[src/rtl/core/vdc_pkg.sv]
// shared widths, register indexes and payload types of the distance constraint
package vdc_pkg;

  localparam int COORD_W   = 32;
  localparam int DELTA_W   = 34;
  localparam int MAG_W     = 33;
  localparam int SQ_W      = 66;
  localparam int ROOT_W    = 33;
  localparam int ACC_W     = 67;
  localparam int GAIN_W    = 32;
  localparam int PROD_W    = 65;
  localparam int MOVE_SH   = 24;
  localparam int MOVE_W    = 41;
  localparam int SUM_W     = 43;
  localparam int REST_W    = 31;
  localparam int SHARE_W   = 16;
  localparam int CFG_IDX_W = 8;
  localparam int NUM_AXES  = 3;

  localparam logic [CFG_IDX_W-1:0] CFG_REST_LENGTH  = 8'd0;
  localparam logic [CFG_IDX_W-1:0] CFG_TENSION_GAIN = 8'd1;
  localparam logic [CFG_IDX_W-1:0] CFG_FIRST_SHARE  = 8'd2;
  localparam logic [CFG_IDX_W-1:0] CFG_SECOND_SHARE = 8'd3;

  typedef logic signed [COORD_W-1:0] coord_t;

  typedef struct packed {
    logic [NUM_AXES-1:0][COORD_W-1:0] p1;
    logic [NUM_AXES-1:0][COORD_W-1:0] p2;
    logic [NUM_AXES-1:0][MAG_W-1:0]   dmag;
    logic [NUM_AXES-1:0]              dneg;
  } geom_t;

  typedef struct packed {
    logic [NUM_AXES-1:0][COORD_W-1:0] p1;
    logic [NUM_AXES-1:0][COORD_W-1:0] p2;
    logic [NUM_AXES-1:0]              dneg;
    logic                             eneg;
    logic                             zero;
  } corr_t;

endpackage

[src/rtl/core/vdc_isqrt.sv]
// pipelined integer square root, one root bit per stage, with sideband
module vdc_isqrt #(
  parameter int SIDE_W = 1
) (
  input  logic                      clk,
  input  logic                      rst,
  input  logic                      en,
  input  logic                      in_valid,
  input  logic [vdc_pkg::SQ_W-1:0]  radicand,
  input  logic [SIDE_W-1:0]         side_in,
  output logic                      out_valid,
  output logic [vdc_pkg::ROOT_W-1:0] root,
  output logic [SIDE_W-1:0]         side_out
);
  import vdc_pkg::*;

  logic              vld [ROOT_W+1];
  logic [ACC_W-1:0]  rem [ROOT_W+1];
  logic [ROOT_W-1:0] rt  [ROOT_W+1];
  logic [SIDE_W-1:0] sb  [ROOT_W+1];

  assign vld[0] = in_valid;
  assign rem[0] = {{(ACC_W-SQ_W){1'b0}}, radicand};
  assign rt[0]  = '0;
  assign sb[0]  = side_in;

  for (genvar s = 0; s < ROOT_W; s++) begin : g_stage
    localparam int B = ROOT_W - 1 - s;
    logic [ACC_W-1:0] trial;
    logic             take;

    // (r + 2^b)^2 - r^2 = r*2^(b+1) + 2^(2b)
    assign trial = ({{(ACC_W-ROOT_W){1'b0}}, rt[s]} << (B + 1)) + (ACC_W'(1) << (2 * B));
    assign take  = rem[s] >= trial;

    always_ff @(posedge clk) begin
      if (rst) begin
        vld[s+1] <= 1'b0;
      end else if (en) begin
        vld[s+1] <= vld[s];
      end
    end

    always_ff @(posedge clk) begin
      if (en) begin
        rem[s+1] <= take ? rem[s] - trial : rem[s];
        rt[s+1]  <= take ? (rt[s] | (ROOT_W'(1) << B)) : rt[s];
        sb[s+1]  <= sb[s];
      end
    end
  end

  assign out_valid = vld[ROOT_W];
  assign root      = rt[ROOT_W];
  assign side_out  = sb[ROOT_W];

endmodule

[config.mk]
export PLATFORM = sky130hd
export DESIGN_NAME = vdc_isqrt
export DESIGN_NICKNAME = d
export VERILOG_FILES = /design/src/rtl/core/vdc_pkg.sv /design/src/rtl/core/vdc_isqrt.sv
export SDC_FILE = /design/constraint.sdc
export NUM_CORES = 2
export LEC_CHECK = 0
export BUFFER_PORTS_ARGS = -buffer_cell sky130_fd_sc_hd__buf_2
export CAP_MARGIN = 20
export CORE_MARGIN = 3
export CORE_UTILIZATION = 40
export DETAILED_ROUTE_END_ITERATION = 8
export HOLD_SLACK_MARGIN = 0.03
export PLACE_DENSITY_LB_ADDON = 0.05
export SYNTH_ARGS = -nofsm -noshare
export SYNTH_HDL_FRONTEND = slang
export SYNTH_SLANG_ARGS = --single-unit
[constraint.sdc]
create_clock -name clk -period 12 [get_ports clk]
set_input_delay 1.2 -clock clk [delete_from_list [all_inputs] [get_ports clk]]
set_output_delay 1.2 -clock clk [all_outputs]
set_load 0.05 [all_outputs]
Word-level counts from Yosys, hierarchy flattened --
Index checks and enable logic that the tools add are counted.
Word-level totals: register bits after elaboration 3299, output and inout port bits 35, logic and storage cells 294, input port bits 71
Operators by class: add/sub/neg operators 64, $lt $le $gt $ge 33, mux-type cells 33
Operator list (number):
- $mux W67 | 31
- $ge A67 B35 Y1 | 1
- $ge A67 B36 Y1 | 1
- $ge A67 B37 Y1 | 1
- $ge A67 B38 Y1 | 1
- $ge A67 B39 Y1 | 1
- $ge A67 B40 Y1 | 1
- $ge A67 B41 Y1 | 1
- $ge A67 B42 Y1 | 1
- $ge A67 B43 Y1 | 1
- $ge A67 B44 Y1 | 1
- $ge A67 B45 Y1 | 1
- $ge A67 B46 Y1 | 1
- $ge A67 B47 Y1 | 1
- $ge A67 B48 Y1 | 1
- $ge A67 B49 Y1 | 1
- $ge A67 B50 Y1 | 1
- $ge A67 B51 Y1 | 1
- $ge A67 B52 Y1 | 1
- $ge A67 B53 Y1 | 1
- $ge A67 B54 Y1 | 1
- $ge A67 B55 Y1 | 1
- $ge A67 B56 Y1 | 1
- $ge A67 B57 Y1 | 1
- 76 further kinds | 76

Longest topological paths before layout --
depth in word-level cells 3, depth in mapped cells 15, gate-level depth less buffers 12

Worst setup path before layout --
Ideal clock, no wire load.
kind register to register, from register rem[525] (netlist name), to register rem[428] (netlist name) (data pin), path buffers 2, setup time 0.260 ns, required time 11.740 ns, stages on the path, launching flop included 11, arrival time 3.709 ns, setup slack 8.030 ns, clock period less this slack 3.970 ns, cell sequence edfxtp_1 or4_4 or3_4 or3_4 or4_1 or2_0 or4b_1 or3b_1 buf_6 buf_6 mux2_4
On the way: longest elaborated chain between the ends 2
RTL lines:
- start, declared | line vdc_isqrt.sv:18 | logic [ACC_W-1:0] rem [ROOT_W+1];
- start signal, assigned by index | line vdc_isqrt.sv:46 | rem[s+1] <= take ? rem[s] - trial : rem[s];
- $ge A67 B41 Y1 | line vdc_isqrt.sv:34 | assign take = rem[s] >= trial;
- $mux W67 | line vdc_isqrt.sv:46
Every way passes these cells. A chain may end at the register's enable or synchronous reset.

Worst setup path after layout --
from register rem[738] (netlist name), to register rem[726] (netlist name) (data pin)
On the way: longest elaborated chain between the ends 2, elaborated cells between the ends (all ways) 3, classes of those cells add/sub (1); order compare (1); mux (1)
RTL lines (line):
- $sub A67 B45 Y67 or $ge A67 B45 Y1 (tied branches) | vdc_isqrt.sv:46, vdc_isqrt.sv:34
- $mux W67 * | vdc_isqrt.sv:46
Every way passes the cells marked *; elsewhere a longest branch is shown, timed or not.

==> results.md <==
- Status: completed
- R2R setup slack: 6.67 ns
- Drt total wl: 348900 um
- Worst Hold Class: reg -> reg
- GRT Util Overall: 20.10%
- Layout area overhead: 12.21%
- Tcrit/Tclk final: 44.41%
- Register area: 0.08288 mm2
- Final worst hold slack: 0.4060 ns
- Layout cells sized above 1: 7.438%
- Post-place setup slack: 6.599 ns
- Switching pwr: 8.659 mW
- Leakage power: 55.30 nW
- Mapped Area: 0.1319 mm2
- Die Wd: 580.2 um
- Initial core utilization: 40.25%
- Port Buf Inserts: 105
- CP peak stage delay: 0.95 ns
- VDD IR max: 106.4 uV
- Avg WL per Cell: 22.69 um
- Die Y: 580.2 um
- Die area: 0.3366 mm2
- Multi-input gate area: 0.04533 mm2
- Post-CTS Resized: 0
- Root buffer cell: clkbuf_16
- Setup ws final: 6.671 ns
- Initial antenna violation count: 19
- Clock latency on the worst-skew pair: 0.93 ns
- Net Sw Frac: 30.02%
- Synth warn: 0
- Syn avg cell area: 12.56 um2
- CTS sink count: 2771
- CP max stage cell: nor4_1
- Pin count of the biggest net entering global routing: 185
- RSZ-0062 raised after global routing: no
- Final setup fails: 0
- DR vias: 83846
- Worst Hold Launch: rt[176]$_DFFE_PP_
- Post-CTS Setup Inserts: 0
- Setup TNS: 0 ns
- CP Launch Point: rem[738]$_DFFE_PP_
- PwrDens: 194.9 mW/mm2
- Post-synthesis sequential area ratio: 62.85%
- Synth Net Count: 11163
- Internal: 20.18 mW
- Core Area: 0.3277 mm2
- Crit-path most repeated cell: nor4_1
- Io pins: 106
- Post-route antenna net violation count: 0
- Num CTS Buffers: 320
- Detailed Place HPWL: 261400 um
- Sequential power share: 45.9%
- Max_cap viols: 0
- Worst slew margin: 16.69%
- Share of Yosys cell area claimed by the top area cell type: 62.35%
- Critical Path RT: 12.62 ns
- CTS H-tree lvls: 5
- Hold bufs inserted after CTS: 0
- Area leader, netlist: edfxtp_1
- Final Net Count: 11435
- Routability cong.: 0.8566
- Clk pwr share: 33.2%
- Synth async-reset ratio: 0%
- Non-Filler Instances: 15379
- FP Rows: 210
- Critical path cell sequence: nor4_1 > nand4_1 > nor4_1 > nor4_1 > o311ai_4 > buf_4 > o2111ai_1 > nor4b_2 > nand2_1 > xnor2_1
- Final Slew Violations: 0
- Global-route wire length before repair: 520000 um
- Flop and latch count out of synthesis: 2771
- Critical path arrival: 5.95 ns
- Grt total ovfl: 0
- Pre-Repair DR Iteration Count: 6
- Reg clk slew, reported paths: 0.06 ns
- Worst-Margin Slew: 1.240 ns
- Cells after Synth: 10502
- Combinational power share: 20.9%
- CP max FO: 44
- EDFF count, synth: 2738
- Final worst path period need: 5.329 ns
- Max Freq: 187.7 MHz
- Ys flop type: edfxtp_1
- Final hold vios: 0
- Vias in the first global route: 81995
- Netlist cell types: 97
- Critical path class: reg -> reg
- # placed instances: 14795
- RR Startpoint: rem[738]$_DFFE_PP_
- DR iter-0 viols: 6848
- Vias per cell: 5.452
- Setup Skew: 0.08074 ns
- Clock Tree Buf Depth: 4
- Startpoint type of the worst setup path: register
- Synth area leaders: edfxtp_1 62%, ha_1 5.6%, xnor2_1 3.4%
- DRC Markers: 0
- Filler cell count in the final layout: 29609
- Final Core Density: 45.16%
- Endpoint type of the worst setup path: register
- CTS tree: yes
## layer usage
metal	GRT usage (%)	vias up	share of wire [%]	routed length (um)
li1	-	39803	-	-
met1	28.86	41594	47	162500
met2	32.50	2057	47	162300
met3	2.666	392	4.9	16980
met4	4.336	0	2.0	7118
met5	0	-	0	0
## synth_stat cells (all sizes together) (171+ instances only)
master and number:
edfxtp 2738, xnor2 512, clkbuf 206, nand4 171, nand2 688, a21o 265
ha 590, o21ai 500, nor3 283, a21oi 664, xor2 467, inv 746
nor2 718, nor4 362
## through the flow
step	power (mW)	area, um2
6_report	28.84	148000
3_3_place_gp	19.40	137600
2_1_floorplan	17.19	131900
5_1_grt	30.32	148000
4_1_cts	29.18	147900
3_5_place_dp	19.41	137700
## logic make-up (layout without fill, tap and decap cells)
kind of cell / Yosys count / after routing / synth area share [%]
AND/OR/NAND/NOR: 3094 / 3094 / 12.01
flip-flops: 2771 / 2771 / 62.85
AO/OA/AOI/OAI: 1951 / 1951 / 9.100
buffers and inverters: 985 / 1508 / 2.851
XOR/XNOR: 979 / 979 / 6.502
adder cells (fa/ha/maj): 590 / 590 / 5.598
multiplexers: 131 / 131 / 1.082
other: 1 / 9 / 0.002844
## area by class of cell
class | instances | area share (%)
Tap cell | 4346 | 3.675
Clock buffer | 399 | 5.698
Multi-Input combinational cell | 6746 | 30.64
Sequential cell | 2771 | 56.01
Clock inverter | 174 | 1.208
Inverter | 746 | 1.892
Antenna cell | 8 | 0.01353
Timing Repair Buffer | 189 | 0.8617
## flip-flops by register name, summed over array words and instances, names as in the netlist
signal / flops
rt: 528
rem: 2144
out_valid: 1
vld: 32
root: 33
sb: 32
side_out: 1
## worst max-delay path: cells and delay by family (launching register included)
| kind | cells | cell delay (ns) |
|---|---|---|
| buffers and inverters | 1 | 0.48 |
| DFF | 1 | 0.38 |
| and+or+nand+nor | 6 | 3.52 |
| xor gates and xnor gates | 1 | 0.18 |
| AOI/OAI and AO/OA | 2 | 0.45 |
## power by group through the flow
stage | sequential (mW) | combinational, mW | clock, mW
2_1_floorplan | 12.9 | 4.26 | 0
3_3_place_gp | 13.4 | 5.96 | 0
3_5_place_dp | 13.4 | 5.97 | 0
4_1_cts | 13.3 | 6.02 | 9.90
5_1_grt | 13.4 | 6.69 | 10.3
6_report | 13.2 | 6.03 | 9.58
## worst paths after layout
path,endpoint,depth (start not counted)
max,rem[726]$_DFFE_PP_,10
min,rt[143]$_DFFE_PP_,0
min reg2reg,rt[143]$_DFFE_PP_,0
max reg2reg,rem[726]$_DFFE_PP_,10
## layout by cell type, fill, tap and decap left out, types with 97 or more instances in the layout
cell type / n
edfxtp_1: 2738
xor2_1: 467
clkbuf_16: 325
buf_2: 113
nand2b_1: 132
inv_1: 746
or3_1: 97
nor3_1: 283
nand4_1: 171
nor2_1: 718
nand2_1: 688
a21oi_1: 664
ha_1: 590
nor4_1: 357
a21o_1: 265
nand3_1: 168
o21ai_0: 498
xnor2_1: 512
(Power assumes the default switching activity.)
